<file path="src/assert_macros.svh">
// ---------------------------------------------------------------------------
// assert_macros.svh
// Clocked assertion shorthands shared by the dirty page bitmap RTL.
// Each use expects clk and arst_n in scope.
// ---------------------------------------------------------------------------
`ifndef ASSERT_MACROS_SVH
`define ASSERT_MACROS_SVH

// expr must never be true outside reset
`define ASSERT_NEVER(label, expr, msg) \
	label: assert property (@(posedge clk) disable iff (!arst_n) !(expr)) \
		else $error(msg);

// pre in one cycle implies post in the next
`define ASSERT_NEXT(label, pre, post, msg) \
	label: assert property (@(posedge clk) disable iff (!arst_n) (pre) |=> (post)) \
		else $error(msg);

`endif

</file>
<file path="src/dpbl_pkg.sv">
// ---------------------------------------------------------------------------
// dpbl_pkg
// Types and constants of the dirty page bitmap log.
// ---------------------------------------------------------------------------
package dpbl_pkg;

	localparam int BASE_W    = 52;
	localparam int COUNT_W   = 16;
	localparam int WORD_W    = 64;
	localparam int BIT_W     = 6;
	localparam int CFG_IDX_W = 2;

	// request modes
	localparam logic [1:0] MODE_MARK  = 2'd0;
	localparam logic [1:0] MODE_RANGE = 2'd1;
	localparam logic [1:0] MODE_QUERY = 2'd2;
	localparam logic [1:0] MODE_RSVD  = 2'd3;

	// configuration register indexes
	localparam logic [CFG_IDX_W-1:0] REG_BASE_PAGE = 2'd0;
	localparam logic [CFG_IDX_W-1:0] REG_PAGES     = 2'd1;

	// result status codes
	localparam logic STATUS_OK      = 1'b0;
	localparam logic STATUS_INVALID = 1'b1;

	typedef struct packed {
		logic [1:0]  mode;
		logic [63:0] gpa;
		logic [63:0] dirty_length;
	} dpbl_in_t;

	typedef struct packed {
		logic status;
		logic is_set;
	} dpbl_out_t;

	// what the bitmap sequencer has to do for one request
	typedef enum logic [1:0] {
		OP_NONE,
		OP_MARK,
		OP_QUERY
	} dpbl_op_t;

	typedef struct packed {
		dpbl_op_t op;
		logic     status;
	} dpbl_cmd_t;

	typedef enum logic [1:0] {
		FR_IDLE,
		FR_S1,
		FR_S2,
		FR_CMD
	} front_state_t;

	typedef enum logic [1:0] {
		WK_IDLE,
		WK_RD,
		WK_MOD,
		WK_DONE
	} walk_state_t;

endpackage

</file>
<file path="src/dpbl_front.sv">
// ---------------------------------------------------------------------------
// dpbl_front
// Configuration registers, window check and two-stage argument check.
// Turns one request into a bitmap command with a bit index range.
// ---------------------------------------------------------------------------
module dpbl_front #(
	parameter int MAX_PAGES  = 32768,
	parameter int PAGE_SHIFT = 12,
	parameter int IW         = 15
) (
	input  logic                                clk,
	input  logic                                arst_n,
	input  logic                                in_valid,
	output logic                                in_stall,
	input  dpbl_pkg::dpbl_in_t                  in_data,
	input  logic                                clearing,
	input  logic                                cfg_valid,
	output logic                                cfg_ready,
	input  logic [dpbl_pkg::CFG_IDX_W-1:0]      cfg_index,
	input  logic [63:0]                         cfg_data,
	output logic                                cmd_valid,
	input  logic                                cmd_ready,
	output dpbl_pkg::dpbl_cmd_t                 cmd,
	output logic [IW-1:0]                       cmd_start,
	output logic [IW-1:0]                       cmd_end
);
	import dpbl_pkg::*;

	localparam int PW = 64 - PAGE_SHIFT;
	localparam int VW = (PW > BASE_W) ? PW : BASE_W;

	front_state_t state_q, state_d;

	logic [BASE_W-1:0]  base_q;
	logic [COUNT_W-1:0] pages_q;

	// derived window
	logic [VW:0]        win_end_c;
	logic [COUNT_W-1:0] pages_m1_c;
	logic               win_ok_c;
	logic               win_ok_q;
	logic [PW-1:0]      tlast_q;
	logic [IW-1:0]      last_rel_q;

	// stage 1
	dpbl_in_t      in_s1;
	logic [PW-1:0] page_c;
	logic          aligned_c;
	logic          in_lo_c;
	logic          in_hi_c;
	logic [IW-1:0] idx_c;
	logic          len_ok_c;
	logic [64:0]   sum_c;
	logic          ok_c;

	// stage 2
	logic [1:0]    mode_s2;
	logic          status_s2;
	logic          in_lo_s2;
	logic          in_hi_s2;
	logic [IW-1:0] idx_s2;
	logic [PW-1:0] dlast_s2;
	logic          dl_ge_base_c;
	logic          dl_le_last_c;
	logic [IW-1:0] dl_rel_c;
	dpbl_cmd_t     cmd_c;
	logic [IW-1:0] start_c;
	logic [IW-1:0] end_c;

	// command hold
	dpbl_cmd_t     cmd_s3;
	logic [IW-1:0] start_s3;
	logic [IW-1:0] end_s3;

	logic in_acc;
	logic cfg_wr;

	assign in_acc = in_valid && !in_stall;
	assign cfg_wr = cfg_valid && cfg_ready;

	// configuration registers
	always_ff @(posedge clk or negedge arst_n) begin
		if (!arst_n) begin
			base_q  <= '0;
			pages_q <= '0;
		end else if (cfg_wr) begin
			case (cfg_index)
				REG_BASE_PAGE: base_q  <= cfg_data[BASE_W-1:0];
				REG_PAGES:     pages_q <= cfg_data[COUNT_W-1:0];
				default: ;
			endcase
		end
	end

	// window validity and last page, refreshed every cycle
	assign win_end_c  = (VW+1)'(base_q) + (VW+1)'(pages_q) - (VW+1)'(1);
	assign pages_m1_c = pages_q - COUNT_W'(1);
	assign win_ok_c   = (pages_q != '0) && (32'(pages_q) <= 32'(MAX_PAGES))
		&& ((win_end_c >> PW) == '0);

	always_ff @(posedge clk or negedge arst_n) begin
		if (!arst_n) begin
			win_ok_q <= 1'b0;
		end else begin
			win_ok_q <= win_ok_c;
		end
	end

	always_ff @(posedge clk) begin
		tlast_q    <= win_end_c[PW-1:0];
		last_rel_q <= IW'(pages_m1_c);
	end

	// stage 1: alignment, window membership, range wrap
	assign page_c    = in_s1.gpa[63:PAGE_SHIFT];
	assign aligned_c = in_s1.gpa[PAGE_SHIFT-1:0] == '0;
	assign in_lo_c   = VW'(page_c) >= VW'(base_q);
	assign in_hi_c   = page_c <= tlast_q;
	assign idx_c     = IW'(page_c - PW'(base_q));
	assign sum_c     = {1'b0, in_s1.gpa} + {1'b0, in_s1.dirty_length} - 65'd1;
	assign len_ok_c  = (in_s1.dirty_length != '0)
		&& (in_s1.dirty_length[PAGE_SHIFT-1:0] == '0) && !sum_c[64];

	always_comb begin
		ok_c = 1'b0;
		if ((in_s1.mode != MODE_RSVD) && win_ok_q && aligned_c) begin
			ok_c = (in_s1.mode == MODE_RANGE) ? len_ok_c : (in_lo_c && in_hi_c);
		end
	end

	// stage 2: pick the command and clip a range to the window
	assign dl_ge_base_c = VW'(dlast_s2) >= VW'(base_q);
	assign dl_le_last_c = dlast_s2 <= tlast_q;
	assign dl_rel_c     = IW'(dlast_s2 - PW'(base_q));

	always_comb begin
		cmd_c.op     = OP_NONE;
		cmd_c.status = status_s2;
		start_c      = idx_s2;
		end_c        = idx_s2;
		if (status_s2 == STATUS_OK) begin
			case (mode_s2)
				MODE_MARK:  cmd_c.op = OP_MARK;
				MODE_QUERY: cmd_c.op = OP_QUERY;
				MODE_RANGE: begin
					start_c = in_lo_s2 ? idx_s2 : '0;
					end_c   = dl_le_last_c ? dl_rel_c : last_rel_q;
					if (in_hi_s2 && dl_ge_base_c) begin
						cmd_c.op = OP_MARK;
					end
				end
				default: cmd_c.op = OP_NONE;
			endcase
		end
	end

	// pipeline registers
	always_ff @(posedge clk) begin
		if (in_acc) begin
			in_s1 <= in_data;
		end
		if (state_q == FR_S1) begin
			mode_s2   <= in_s1.mode;
			status_s2 <= ok_c ? STATUS_OK : STATUS_INVALID;
			in_lo_s2  <= in_lo_c;
			in_hi_s2  <= in_hi_c;
			idx_s2    <= idx_c;
			dlast_s2  <= sum_c[63:PAGE_SHIFT];
		end
		if (state_q == FR_S2) begin
			cmd_s3   <= cmd_c;
			start_s3 <= start_c;
			end_s3   <= end_c;
		end
	end

	// sequencer: next state
	always_comb begin
		state_d = state_q;
		case (state_q)
			FR_IDLE: if (in_acc) begin
				state_d = FR_S1;
			end
			FR_S1:   state_d = FR_S2;
			FR_S2:   state_d = FR_CMD;
			FR_CMD:  if (cmd_ready) begin
				state_d = FR_IDLE;
			end
			default: state_d = FR_IDLE;
		endcase
	end

	// sequencer: outputs
	always_comb begin
		in_stall  = (state_q != FR_IDLE) || clearing;
		cfg_ready = (state_q == FR_IDLE) && !in_valid;
		cmd_valid = state_q == FR_CMD;
	end

	always_ff @(posedge clk or negedge arst_n) begin
		if (!arst_n) begin
			state_q <= FR_IDLE;
		end else begin
			state_q <= state_d;
		end
	end

	assign cmd       = cmd_s3;
	assign cmd_start = start_s3;
	assign cmd_end   = end_s3;

endmodule

</file>
<file path="config.mk">
export PLATFORM = sky130hd
export DESIGN_NAME = dpbl_front
export DESIGN_NICKNAME = d
export VERILOG_FILES = /design/src/assert_macros.svh /design/src/dpbl_pkg.sv /design/src/dpbl_front.sv
export SDC_FILE = /design/constraint.sdc
export NUM_CORES = 1
export LEC_CHECK = 0
export BUFFER_PORTS_ARGS = -buffer_cell sky130_fd_sc_hd__buf_2
export CORE_UTILIZATION = 60
export DETAILED_ROUTE_END_ITERATION = 10
export GPL_TIMING_DRIVEN = 0
export PLACE_DENSITY = 0.77
export SYNTH_ARGS = -nofsm -noshare
export SYNTH_HDL_FRONTEND = slang
export SYNTH_SLANG_ARGS = --single-unit
</file>
<file path="constraint.sdc">
create_clock -name clk -period 14.3 [get_ports clk]
set_clock_uncertainty 0.1 [all_clocks]
set_input_delay 2.145 -clock clk [delete_from_list [all_inputs] [get_ports clk]]
set_output_delay 2.145 -clock clk [all_outputs]
set_load 0.03 [all_outputs]
</file>
==> key figures <==
Outcome
  – Status: finished, final reports clean

Clock network
  – CTS buffer count: 44
  – Hold Buf Count CTS: 0
  – Post-CTS Repair Setup Buffers: 0
  – Clk pin slew, worst setup/hold paths: roughly 0.060 ns
  – Clk buf depth: 3
  – CTS sink cnt: approximately 370
  – CTS tree: done
  – # resized after CTS: 0
  – Clock Latency Late Sink: between 0.5 and 0.6 ns
  – CTS Root Cell: clkbuf_16
  – Htree depth: 2

Logic synthesis
  – Synth cell types: 69
  – Fraction of registers with async set/reset: between 10% and 20%
  – Yosys top cell by area: edfxtp_1
  – Synth Register Bits: 373
  – Post-Syn Nets: about 3300
  – Post-synth top area share: approximately 28%
  – Primary FF master, synth: edfxtp_1
  – Synthesized area per cell: ~9.6 µm²
  – Synth top area cells: edfxtp_1 (28%), ha_1 (20%), dfrtp_1 (7.0%), inv_1 (6.8%), dfxtp_1 (5.3%)
  – Seq/Total Area, Yosys: roughly 40%
  – Mapped cell area: approximately 0.026 mm²
  – Post-synth EDFFs: 235
  – Ys Warns: 0
  – Cells after synthesis: about 2700

Finish
  – Leading cell type in the layout, fill and taps excluded: inv_1
  – Nets: between 3000 and 4000
  – Most frequent cells in the layout: inv_1 (460), ha_1 (404), edfxtp_1 (235)
  – Layout area overhead: 13.24%
  – Layout cells sized above 1: roughly 12%
  – Final Non-Filler Cells: between 3000 and 4000

Setup path
  – CP endpoint kind: register
  – Critical path cell sequence: inv_1, ha_1, inv_1, ha_1, clkbuf_1, nand3_1, nor4_1, o311ai_0, a31oi_1, o21ai_1, o31ai_1, a21oi_1, o31ai_1, xor2_1
  – Crit-path slowest cell: o31ai_1
  – Data arrival, critical path: about 5.3 ns
  – Worst setup path category: reg -> reg
  – Required @ worst endpoint: 14.50 ns
  – Crit-path max FO: 7
  – Max incr delay on CP: approximately 0.60 ns
  – Setup crit start kind: register
  – Reg-to-reg setup timing slack: 9.18 ns

Timing
  – Slew HR: just over 6%
  – RSZ-0062 raised after global routing: no
  – Final setup violation count: 0
  – Tmin final: between 5 and 6 ns
  – Worst slew pin tran: between 1 and 1.5 ns
  – Fin Setup TNS: 0 ns
  – Final max-slew violation count: 0
  – Final hold vios: 0
  – Final worst path period share: 35.78%
  – Achievable Freq: a little under 200 MHz

Power
  – Power Density: between 200 and 250 mW/mm²
  – IR drop worst, VDD: roughly 0.00015 V
  – Leakage: ~14 nW
  – Power Total: 7.208 mW

Placement
  – Routability cong.: 0.9547
  – Hpwl dp: roughly 56000 µm
  – Number of port buffers: between 200 and 250
  – Cell count after placement: approximately 3400

Detailed routing
  – Routed Antenna Nets: 0
  – Vias: between 20000 and 25000
  – WL final: 69030 µm
  – Via density: around 5.8
  – Initial drt markers: around 1400
  – Drc violations: 0
  – DR pass1 iterations: 5
  – Routed WL per cell: 19.68 µm

Global routing
  – Met1 Use GR: between 40% and 50%
  – Initial antenna violation count: 3
  – GRT Residual Overflow: 0
  – Total GRT Usage: 31.59%
  – M3 GR Usage: 4.075%
  – M2 GR Usage: between 50% and 60%
  – First-pass GRT wire length: 105500 µm
  – Number of global-route vias before repair: 19890
  – Pin count of the biggest net entering global routing: 61
  – Most used routing layer: met2

Die
  – Die Area: 0.04341 mm²
  – Core Box Area: between 0.04 and 0.05 mm²
  – Die height: between 200 and 250 µm
  – # rows: 75
  – I/O pins: 238
  – Chip width: 208.4 µm
  – Initial core utilization: just over 60%

Min path
  – Tightest Hold Check Type: reg -> reg

Flow run
  – Max-Cap Viols: 0
==> final cells by class <==
type | instances | area, µm²
repair buffers | 230 | 1244
diodes | 1 | 2.502
clock buffers | 53 | 1176
plain buffers | 59 | 225.2
inverters | 460 | 1727
multi-input cells | 1764 | 13450
clock inverters | 28 | 256.5
flip-flops and latches | 373 | 10170
fillers | 3207 | 13020
well taps | 539 | 674.4
==> state kept, by name, indices dropped and copies added, names as in the netlist <==
signal	count
tlast_q	52
cmd	3
idx_s2	15
in_hi_s2	1
state_q	2
status_s2	1
in_s1	130
last_rel_q	15
base_q	52
dlast_s2	52
cmd_end	15
in_lo_s2	1
mode_s2	2
pages_q	16
win_ok_q	1
cmd_start	15
==> final timing paths <==
| kind | start | end | cells past startpoint |
|---|---|---|---|
| worst max-delay path | in_s1[86] | dlast_s2[49] | 14 |
| worst min-delay path | pages_q[15] | pages_q[15] | 1 |
| worst max register to register | in_s1[86] | dlast_s2[49] | 14 |
| worst min register to register | pages_q[15] | pages_q[15] | 1 |
| max in group asynchronous | arst_n | base_q[35] | 2 |
| min in group asynchronous | arst_n | base_q[0] | 1 |
==> metal layers <==
metal	part of all wire (%)	vias to the layer above
li1	-	9910
met1	46	9642
met2	45	757
met3	6.8	105
met4	2.9	0
met5	0	-
==> report_power, final <==
group          internal, mW  switching, mW
Clock                 0.659          0.462
Sequential             1.66          0.221
Combinational          1.69           2.52
Total                  4.01           3.20
==> per-stage QoR <==
step | setup slack [ns] | instance area [µm²] | hold WS [ns] | utilization [%]
after global placement | 3.557 | 27350 | 0.3867 | 65.20
final | 9.183 | 28930 | 0.4115 | 68.97
after detailed placement | 9.346 | 27490 | 0.3936 | 65.54
after global routing | 8.986 | 28930 | 0.4214 | 68.96
after floorplan | 5.478 | 25550 | 0.3608 | -
after CTS | 9.284 | 28930 | 0.4072 | 68.96
==> critical path, delay by kind of cell, from the launching register on <==
family / cells / cell delay (ns)
compound gates: 6 / 2.41
simple gates: 2 / 0.74
flops: 1 / 0.53
fa+ha+maj: 2 / 0.53
buf+inv: 3 / 0.39
xor+xnor: 1 / 0.13
==> synthesized netlist by cell type, drive strengths merged, types with 5 or more instances <==
cell and number:
a21o 140, a21oi 216, ha 406, a211oi 5, and4 6, and3 20, o31ai 11, a211o 5
a31oi 19, o21ai 147, a21boi 5, xnor2 93, nor3 18, o31a 7, a31o 6, nand2b 13
dfxtp 67, edfxtp 235, o21a 17, o211ai 9, nor4 26, a311oi 5, dfrtp 71, a221o 7
nor2 108, o21bai 22, or3 5, nand2 157, inv 460, mux2i 14, nand3 41, xor2 44
or2 8, nand4 75, clkbuf 55, nor2b 41, mux2 16
==> cells by family (layout without fill, tap and decap cells) <==
group / after synthesis / after routing / synth area share [%]
multiplexers: 30 / 30 / 1.254
AND/OR/NAND/NOR: 530 / 530 / 10.25
AO/OA/AOI/OAI: 658 / 658 / 16.22
flip-flops: 373 / 373 / 39.83
adder cells (fa/ha/maj): 409 / 409 / 20.12
buffers and inverters: 519 / 830 / 7.640
XOR/XNOR: 137 / 137 / 4.697
other: 0 / 1 / 0
(Power assumes the default switching activity.)
