==> config.mk <==
export PLATFORM = sky130hd
export DESIGN_NAME = dpbl_walk
export DESIGN_NICKNAME = d
export VERILOG_FILES = /design/src/dpbl_pkg.sv /design/src/dpbl_walk.sv
export VERILOG_INCLUDE_DIRS = /design/src /design/src/src
export SDC_FILE = /design/constraint.sdc
export NUM_CORES = 1
export LEC_CHECK = 0
export ABC_CLOCK_PERIOD_IN_PS = 9950
export BUFFER_PORTS_ARGS = -buffer_cell sky130_fd_sc_hd__buf_2
export CAP_MARGIN = 20
export CORE_ASPECT_RATIO = 1.25
export CORE_MARGIN = 2
export CORE_UTILIZATION = 40
export DETAILED_ROUTE_END_ITERATION = 10
export PLACE_DENSITY = 0.76
export SLEW_MARGIN = 20
export SYNTH_ARGS = -nofsm -noshare
export SYNTH_HDL_FRONTEND = slang
export SYNTH_SLANG_ARGS = --single-unit
==> constraint.sdc <==
create_clock -name clk -period 9.95 [get_ports clk]
set_input_delay 0 -clock clk [delete_from_list [all_inputs] [get_ports clk]]
set_output_delay 0 -clock clk [all_outputs]
set_load 0.05 [all_outputs]
==> src/assert_macros.svh <==
// ---------------------------------------------------------------------------
// assert_macros.svh
// Clocked assertion shorthands shared by the dirty page bitmap RTL.
// Each use expects clk and arst_n in scope.
// ---------------------------------------------------------------------------
`ifndef ASSERT_MACROS_SVH
`define ASSERT_MACROS_SVH

// expr must never be true outside reset
`define ASSERT_NEVER(label, expr, msg) \
	label: assert property (@(posedge clk) disable iff (!arst_n) !(expr)) \
		else $error(msg);

// pre in one cycle implies post in the next
`define ASSERT_NEXT(label, pre, post, msg) \
	label: assert property (@(posedge clk) disable iff (!arst_n) (pre) |=> (post)) \
		else $error(msg);

`endif

==> src/dpbl_pkg.sv <==
// ---------------------------------------------------------------------------
// dpbl_pkg
// Types and constants of the dirty page bitmap log.
// ---------------------------------------------------------------------------
package dpbl_pkg;

	localparam int BASE_W    = 52;
	localparam int COUNT_W   = 16;
	localparam int WORD_W    = 64;
	localparam int BIT_W     = 6;
	localparam int CFG_IDX_W = 2;

	// request modes
	localparam logic [1:0] MODE_MARK  = 2'd0;
	localparam logic [1:0] MODE_RANGE = 2'd1;
	localparam logic [1:0] MODE_QUERY = 2'd2;
	localparam logic [1:0] MODE_RSVD  = 2'd3;

	// configuration register indexes
	localparam logic [CFG_IDX_W-1:0] REG_BASE_PAGE = 2'd0;
	localparam logic [CFG_IDX_W-1:0] REG_PAGES     = 2'd1;

	// result status codes
	localparam logic STATUS_OK      = 1'b0;
	localparam logic STATUS_INVALID = 1'b1;

	typedef struct packed {
		logic [1:0]  mode;
		logic [63:0] gpa;
		logic [63:0] dirty_length;
	} dpbl_in_t;

	typedef struct packed {
		logic status;
		logic is_set;
	} dpbl_out_t;

	// what the bitmap sequencer has to do for one request
	typedef enum logic [1:0] {
		OP_NONE,
		OP_MARK,
		OP_QUERY
	} dpbl_op_t;

	typedef struct packed {
		dpbl_op_t op;
		logic     status;
	} dpbl_cmd_t;

	typedef enum logic [1:0] {
		FR_IDLE,
		FR_S1,
		FR_S2,
		FR_CMD
	} front_state_t;

	typedef enum logic [1:0] {
		WK_IDLE,
		WK_RD,
		WK_MOD,
		WK_DONE
	} walk_state_t;

endpackage

==> src/dpbl_walk.sv <==
// ---------------------------------------------------------------------------
// dpbl_walk
// Bitmap sequencer: read-modify-write over the words of a bit range, or a
// single read for a query, then loads the result register; OP_NONE skips the memory.
// ---------------------------------------------------------------------------
`include "assert_macros.svh"

module dpbl_walk #(
	parameter int IW = 15,
	parameter int WW = 9
) (
	input  logic                           clk,
	input  logic                           arst_n,
	input  logic                           cmd_valid,
	output logic                           cmd_ready,
	input  dpbl_pkg::dpbl_cmd_t            cmd,
	input  logic [IW-1:0]                  cmd_start,
	input  logic [IW-1:0]                  cmd_end,
	output logic                           rd_en,
	output logic [WW-1:0]                  rd_addr,
	input  logic [dpbl_pkg::WORD_W-1:0]    rd_data,
	output logic                           wr_en,
	output logic [WW-1:0]                  wr_addr,
	output logic [dpbl_pkg::WORD_W-1:0]    wr_data,
	output logic                           out_valid,
	input  logic                           out_stall,
	output dpbl_pkg::dpbl_out_t            out_data
);
	import dpbl_pkg::*;

	walk_state_t state_q, state_d;

	dpbl_op_t      op_q;
	logic          status_q;
	logic          is_set_q;
	logic [IW-1:0] start_q;
	logic [IW-1:0] end_q;
	logic [WW-1:0] wptr_q;
	logic          out_valid_q;
	dpbl_out_t     out_q;

	logic [WW-1:0]     sword;
	logic [WW-1:0]     eword;
	logic [BIT_W-1:0]  lo_c;
	logic [BIT_W-1:0]  hi_c;
	logic [WORD_W-1:0] mask_c;
	logic              out_free;
	logic              take_cmd;

	assign sword    = WW'(start_q >> BIT_W);
	assign eword    = WW'(end_q >> BIT_W);
	assign out_free = !out_valid_q || !out_stall;
	assign take_cmd = (state_q == WK_IDLE) && cmd_valid;

	// bit mask of the range within the current word
	always_comb begin
		lo_c   = (wptr_q == sword) ? start_q[BIT_W-1:0] : '0;
		hi_c   = (wptr_q == eword) ? end_q[BIT_W-1:0] : '1;
		mask_c = ({WORD_W{1'b1}} << lo_c) & ({WORD_W{1'b1}} >> (BIT_W'(WORD_W - 1) - hi_c));
	end

	// next state
	always_comb begin
		state_d = state_q;
		case (state_q)
			WK_IDLE: if (cmd_valid) begin
				state_d = (cmd.op == OP_NONE) ? WK_DONE : WK_RD;
			end
			WK_RD:   state_d = WK_MOD;
			WK_MOD:  state_d = ((op_q == OP_QUERY) || (wptr_q == eword)) ? WK_DONE : WK_RD;
			WK_DONE: if (out_free) begin
				state_d = WK_IDLE;
			end
			default: state_d = WK_IDLE;
		endcase
	end

	// memory and handshake outputs
	always_comb begin
		cmd_ready = state_q == WK_IDLE;
		rd_en     = state_q == WK_RD;
		rd_addr   = wptr_q;
		wr_en     = (state_q == WK_MOD) && (op_q == OP_MARK);
		wr_addr   = wptr_q;
		wr_data   = rd_data | mask_c;
	end

	always_ff @(posedge clk or negedge arst_n) begin
		if (!arst_n) begin
			state_q     <= WK_IDLE;
			out_valid_q <= 1'b0;
		end else begin
			state_q <= state_d;
			if ((state_q == WK_DONE) && out_free) begin
				out_valid_q <= 1'b1;
			end else if (!out_stall) begin
				out_valid_q <= 1'b0;
			end
		end
	end

	// command latch, word pointer, query bit, result register
	always_ff @(posedge clk) begin
		if (take_cmd) begin
			op_q     <= cmd.op;
			status_q <= cmd.status;
			start_q  <= cmd_start;
			end_q    <= cmd_end;
			wptr_q   <= WW'(cmd_start >> BIT_W);
			is_set_q <= 1'b0;
		end
		if (state_q == WK_MOD) begin
			wptr_q <= wptr_q + WW'(1);
			if (op_q == OP_QUERY) begin
				is_set_q <= rd_data[start_q[BIT_W-1:0]];
			end
		end
		if ((state_q == WK_DONE) && out_free) begin
			out_q.status <= status_q;
			out_q.is_set <= is_set_q;
		end
	end

	assign out_valid = out_valid_q;
	assign out_data  = out_q;

	`ASSERT_NEXT(a_read_then_modify, rd_en, state_q == WK_MOD, "read not followed by modify")
	`ASSERT_NEVER(a_wptr_past_end, (state_q == WK_MOD) && (wptr_q > eword), "word pointer past range")

endmodule

==> run metrics, run 1 <==
synth warn 0; H-tree depth 2; Slew Limit Fails 0; leakage 2.16 nW; power density over the cells 200 mW/mm²; Hold WC Path Type primary input to register; DRT Pass-1 Iters 5; Antenna diodes 0; sequential share of the synthesized area 32.6%; core area 0.0106 mm²; Initial Util 41.1%; Max-Cap Viols 0; post-CTS setup buffers 0; largest net degree at the start of global routing 43; layout cell share with drive strength beyond 1 36.7%; maximum fanout along the worst path 19; setup violation total in the final timing report 0; first-pass GRT wire length 26800 µm; Mapped Cells 490; wire per inst 22.1 µm; Slew Limit Headroom 37.1%; Clock Skew 0.00443 ns; Tcrit/Tclk final 29.3%; sw frac 49.2%; cell taking the most area after synthesis edfxtp_1; Iteration-0 DRC Markers 439; synthesized cell area 0.00434 mm²; Synth-to-Final Area Change 33.0%; nature of the critical path startpoint register; TritonCTS clock tree done; WS Path Type register to output pin; WP data required 9.95 ns; crit path time final 2.92 ns; RSZ-0062 raised after global routing false; clk buf depth 2; Yosys cell types 62; GP Congestion 1.02; Peak VDD IR 0.247 mV; nets@finish 777; CTS clk-pin slew, worst paths 0.06 ns; antenna violation net count after detailed routing 0; Reg power frac 33.3%; Max Fclk 343 MHz; Total Wirelength 17900 µm; Setup TNS 0 ns; crit path DAT 2.92 ns; Async SR Flop Fraction 6.25%; Mapped Nets 592; Rows 42; # IOs 189; Vias/cell 6.01; Least-Margin Pin Slew 0.943 ns; Post-synth EDFFs 44; post-synth top area share 30.4%; clock sinks 48; top_reg_cell synth edfxtp_1; Vias 4854; Inserted Clock Buffers 5; Synth area leaders edfxtp_1, mux4_2, o21ai_0, a21o_1, xnor2_1; full die area 0.0117 mm²; combinational share of power 50.3%; Mean Syn Cell Area 8.86 µm²; cell-internal power 0.000587 W; die height 120 µm; Switch Pwr 0.000569 W; worst skew pair latency 0.29 ns; Clk pwr share 16.4%; Root Buffer clkbuf_16; GRT Util Overall 29.3%; final hold vios 0; Power Total 0.00116 W; DRC viols 0; IO buf count 188; total gr overflow 0; vias in the first global route 4785; Worst setup EP type output pin; hpwl dp 12700 µm; post-synthesis register bit count 48; outcome finished clean; die width 97.2 µm; initial antenna violation count 1
stage by stage:
step / cells / setup WS (ns) / util [%] / hold slack [ns] / area [µm²]
2_1_floorplan: 490 / 6.61 / - / -0.296 / 4340
3_3_place_gp: 765 / 7.44 / 49.8 / -0.201 / 5260
3_5_place_dp: 765 / 7.41 / 49.8 / -0.199 / 5260
4_1_cts: 808 / 7.09 / 54.7 / 0.0286 / 5780
5_1_grt: 808 / 6.89 / 54.7 / 0.0489 / 5780
6_report: 808 / 7.03 / 54.7 / 0.0404 / 5780
power by group through the flow:
stage,registers [W],clock network (W),logic (W)
final,0.000385,0.000190,0.000581
after global routing,0.000392,0.000200,0.000613
after CTS,0.000380,0.000189,0.000570
after detailed placement,0.000383,0,0.000557
after global placement,0.000378,0,0.000557
after floorplan,0.000418,0,0.000394
layout by cell type, fill, tap and decap left out, drive strengths merged, types with 20 or more instances in the layout:
cell / count
a21o: 29
nand3: 20
o21ai: 47
xnor2: 22
buf: 198
edfxtp: 44
nand2: 44
nor2: 27
dlygate4sd3: 35
layer usage:
metal / vias to the layer above / track usage (%) / share of wire [%]
met3: 59 / 7.63 / 10
met2: 304 / 50.0 / 49
met4: 2 / 15.7 / 5.0
met5: - / 0 / 0.073
met1: 2300 / 33.6 / 36
li1: 2189 / - / -
cell usage after synthesis (all sizes together), types with 3 or more instances:
cell type / instances
a2111oi: 5
a211o: 5
a21o: 29
a21oi: 14
a221oi: 3
a31o: 12
a31oi: 5
a32oi: 6
and2: 4
and3: 8
buf: 23
clkbuf: 32
dfrtp: 3
edfxtp: 44
inv: 8
mux2: 3
mux2i: 7
mux4: 13
nand2: 44
nand2b: 14
nand3: 20
nand3b: 3
nand4: 5
nor2: 27
nor2b: 9
nor3: 7
nor4: 4
o21a: 5
o21ai: 47
o21bai: 12
o22ai: 4
or2: 11
or3: 6
or4: 3
xnor2: 22
xor2: 3
state kept, by name, summed over array words and instances (netlist names):
| signal | cells |
|---|---|
| op_q | 2 |
| start_q | 15 |
| end_q | 15 |
| status_q | 1 |
| out_data | 2 |
| state_q | 2 |
| is_set_q | 1 |
| rd_addr | 9 |
| out_valid | 1 |
final cells by class:
| class | count | area [µm²] |
|---|---|---|
| timing repair buffer | 233 | 1370 |
| inverter | 8 | 30.0 |
| sequential | 48 | 1420 |
| clock buffer | 5 | 125 |
| fill | 980 | 4790 |
| multi-input combinational | 379 | 2640 |
| clock inverter | 3 | 37.5 |
| tap | 132 | 165 |
critical path, cell delays in order, from the launching register on:
cell	delay, ns
edfxtp_1	0.54
xnor2_1	0.26
nand2_1	0.18
or4_1	0.89
a211o_1	0.40
a21o_1	0.15
buf_2	0.20
worst paths after layout:
check                            from          end  slack, ns  cells past startpoint
min                         cmd_valid   state_q[0]       0.04                      3
max reg2reg                start_q[1]     is_set_q       7.49                      5
max in group asynchronous      arst_n   state_q[0]       9.78                      2
min reg2reg                  status_q  out_data[1]       0.42                      0
min in group asynchronous      arst_n    out_valid       0.06                      2
max                        rd_addr[4]  wr_data[10]       7.03                      6
kinds of logic (layout without fill, tap and decap cells):
kind of cell / after synthesis / in the layout / share of synthesized area (%)
compound gates: 162 / 162 / 25.5
xor+xnor: 25 / 25 / 5.21
fa+ha+maj: 1 / 1 / 0.288
buf+inv: 63 / 249 / 6.97
flops: 48 / 48 / 32.6
mux: 23 / 23 / 9.13
simple gates: 168 / 168 / 20.3
timing repair:
item	CTS	global route
gates resized for setup	0	0
endpoints found under the hold margin	37	0
hold buffers	35	0
setup endpoints to repair	0	0
(Power assumes the default switching activity.)
==> inputs of run 2 (changes only) <==
--- a/config.mk
+++ b/config.mk
@@ -6,14 +6,15 @@
 export SDC_FILE = /design/constraint.sdc
 export NUM_CORES = 1
 export LEC_CHECK = 0
-export ABC_CLOCK_PERIOD_IN_PS = 9950
+export ABC_AREA = 1
+export ABC_CLOCK_PERIOD_IN_PS = 2800
 export BUFFER_PORTS_ARGS = -buffer_cell sky130_fd_sc_hd__buf_2
 export CAP_MARGIN = 20
 export CORE_ASPECT_RATIO = 1.25
 export CORE_MARGIN = 2
 export CORE_UTILIZATION = 40
 export DETAILED_ROUTE_END_ITERATION = 10
-export PLACE_DENSITY = 0.76
+export PLACE_DENSITY = 0.75
 export SLEW_MARGIN = 20
 export SYNTH_ARGS = -nofsm -noshare
 export SYNTH_HDL_FRONTEND = slang
==> constraint.sdc (replaced) <==
create_clock -name clk -period 2.8 [get_ports clk]
set_input_delay 0 -clock clk [delete_from_list [all_inputs] [get_ports clk]]
set_output_delay 0 -clock clk [all_outputs]
set_load 0.05 [all_outputs]
==> run 2 against run 1 <==
Hold slack worse by 0.019 ns; count of clock-buffer cells in the layout stayed put; via count is 18% higher; area after synthesis is 7.9% higher; critical endpoint is now wr_data[3].
==> run metrics, run 2 <==
Critical Path Stages 11 (+5); vias in the first global route 5527 (+16%); FILL cells 1163 (+19%); Post-synth EDFFs 44 (unchanged); DRC viols 0 (unchanged); register area 0.00142 mm² (unchanged); commonest non-fill, non-tap cells in the layout nand2_1, buf_2, inv_1, nor2_1, nand3_1; H-tree depth 2 (unchanged); first-pass GRT wire length 28000 µm (+4.6%); Vias 5740 (+18%); worst skew pair latency 0.29 ns (about the same); DRT Pass-1 Iters 5 (unchanged); post-synthesis register bit count 48 (unchanged); die height 125 µm (+3.7%); WP data required 2.80 ns (-7.15 ns); antenna violation net count after detailed routing 0 (unchanged); crit path time final 2.66 ns; Hold WC Path Type primary input to async pin; Slew Limit Headroom 36.7% (-0.43 points); Tcrit/Tclk final 95.1%; Max Fclk 375 MHz; CP max-delay cell edfxtp_1; cell taking the most area after synthesis edfxtp_1; CTS clk-pin slew, worst paths 0.06 ns (about the same); GRT Util Overall 28.9% (-0.41 points); synth warn 0 (unchanged); GP Congestion 1.10 (+8.3%); busiest grt layer met2; nets@finish 1065 (+37%); Worst setup EP type output pin; TritonCTS clock tree done; Iteration-0 DRC Markers 355 (-19%); Root Buffer clkbuf_16; Setup TNS 0 ns (unchanged); clk buf depth 2 (unchanged); GR Util met3 5.81% (-1.8 points); sw frac 50.6% (+1.3 points); Initial Util 40.7% (-0.40 points); Mean Syn Cell Area 6.24 µm² (-30%); Slew Limit Fails 0 (unchanged); largest net degree at the start of global routing 34 (-21%); Async SR Flop Fraction 6.25% (unchanged); met1 Use GR 30.7% (-2.9 points); total gr overflow 0 (unchanged); top cell types by occurrence after synthesis nand2_1, inv_1, nor2_1, nand3_1, edfxtp_1; Crit path buffers/inverters 3 (+2); most common cell in the netlist nand2_1; hpwl dp 14400 µm (+13%); Yosys cell types 36 (-42%); Min Hold Slack 0.0213 ns (-0.0191 ns); power density over the cells 640 mW/mm² (+220%); Antenna diodes 0 (unchanged); cell-internal power 0.00197 W (+240%); Reg power frac 32.6% (-0.7 points); Max-Cap Viols 0 (unchanged); core area 0.0115 mm² (+8.9%); Rows 44 (+4.8%); synthesized cell area 0.00468 mm² (+7.9%); crit path DAT 2.66 ns (-0.26 ns); outcome finished clean; peak per-stage delay on the critical path 0.51 ns (-0.38 ns); die width 101 µm (+3.7%); multi-input logic area 0.00267 mm² (+1.4%); nature of the critical path startpoint register; worst reg-to-reg path cell count 9 (+4); top_reg_cell synth edfxtp_1; full die area 0.0126 mm² (+7.6%); clock sinks 48 (unchanged); setup violation total in the final timing report 0 (unchanged); Clock Skew 0.00875 ns (+0.00432 ns); Mapped Cells 751 (+53%); post-synth top area share 28.2% (-2.2 points); Peak VDD IR 0.599 mV (+140%); delay-heaviest family, CP simple AND/OR/NAND/NOR gates; combinational share of power 52.9% (+2.6 points); Synth-to-Final Area Change 33.2%; IO buf count 188 (unchanged); layout cell share with drive strength beyond 1 25.5% (-11 points); Clk pwr share 14.6% (-1.8 points); # IOs 189 (unchanged); Mapped Nets 853 (+44%); wire per inst 16.9 µm (-24%); Switch Pwr 0.00202 W (+260%); Total Wirelength 18600 µm (+3.9%); Inserted Clock Buffers 5 (unchanged); initial antenna violation count 1 (unchanged); sequential share of the synthesized area 30.2% (-2.4 points); Vias/cell 5.21 (-13%); CP Cell Sequence buf_4, xnor2_1, nand2_1, nor2_1, nand2_2, nor2_4, buf_4, nand2_1, nor2_1, o21ai_1, buf_2; most common cell after layout, fill and taps aside nand2_1; final hold vios 0 (unchanged); WS Path Type register to output pin; Least-Margin Pin Slew 0.942 ns (-0.00157 ns); maximum fanout along the worst path 23 (+4); Synth area leaders edfxtp_1, nand2_1, inv_1, nand3_1, nor2_1; leakage 3.44 nW (+59%); GR Layer Usage met2 51.1% (+1.1 points)
==> run 2: stage by stage <==
| step | util (%) | area [µm²] | setup slack, ns | total power (W) | instances |
|---|---|---|---|---|---|
| floorplan | - | 4690 | 0.0507 | 0.00282 | 751 |
| global placement | 49.4 | 5680 | 0.152 | 0.00328 | 1052 |
| detailed placement | 49.4 | 5680 | 0.216 | 0.00330 | 1052 |
| CTS | 53.7 | 6180 | 0.103 | 0.00392 | 1096 |
| global route | 54.2 | 6240 | -0.0246 | 0.00425 | 1102 |
| finish | 54.2 | 6240 | 0.136 | 0.00399 | 1102 |
==> run 2: power groups by stage <==
stage | sequential, W | combinational, W | clock (W)
after floorplan | 0.00148 | 0.00134 | 0
after global placement | 0.00131 | 0.00197 | 0
after detailed placement | 0.00132 | 0.00198 | 0
after CTS | 0.00131 | 0.00202 | 0.000588
after global routing | 0.00133 | 0.00229 | 0.000624
final | 0.00130 | 0.00211 | 0.000581
==> run 2: routing by layer <==
layer  wire [µm]  vias up
li1            -     2813
met1        6430     2514
met2        9250      330
met3        1640       81
met4        1240        2
met5          11        -
==> run 2: timing repair <==
action	in CTS	in global routing
gates resized for setup	1	3
setup endpoints to repair	2	18
buffers inserted	0	6
pin swaps	0	0
hold endpoints to repair	39	0
hold buffers	36	0
==> run 2: kinds of logic (layout without fill, tap and decap cells) <==
group | count (synthesis) | after routing | synth area share [%]
AND/OR/NAND/NOR | 440 | 440 | 40.3
buffers and inverters | 145 | 358 | 13.2
AO/OA/AOI/OAI | 103 | 103 | 13.4
flip-flops | 48 | 48 | 30.2
XOR/XNOR | 14 | 14 | 2.62
adder cells (fa/ha/maj) | 1 | 1 | 0.267
==> run 2: worst reg2reg max path: stages (launching register included) <==
cell and delay (ns):
edfxtp_1 0.40, clkinv_1 0.49, o211ai_1 0.37, nand2_1 0.16, nand2_1 0.11, nand3_1 0.09, nand3_1 0.08, nand3_1 0.09
nand3_1 0.10, nand2_1 0.05
==> run 2: layout make-up <==
class,count,share of cell area [%]
multi-input combinational,558,42.8
clock buffer,5,2.01
clock inverter,3,0.221
tap,138,2.77
inverter,109,6.56
timing repair buffer,241,22.9
sequential,48,22.7
==> run 2: path summary, 6_finish.rpt <==
check	from	end	slack, ns
worst min register to register	status_q	out_data[1]	0.42
max in group asynchronous	arst_n	state_q[0]	2.67
worst max-delay path	rd_addr[0]	wr_data[3]	0.14
min in group clk	rd_data[24]	is_set_q	0.38
worst max register to register	start_q[0]	is_set_q	0.76
worst min-delay path	arst_n	out_valid	0.02
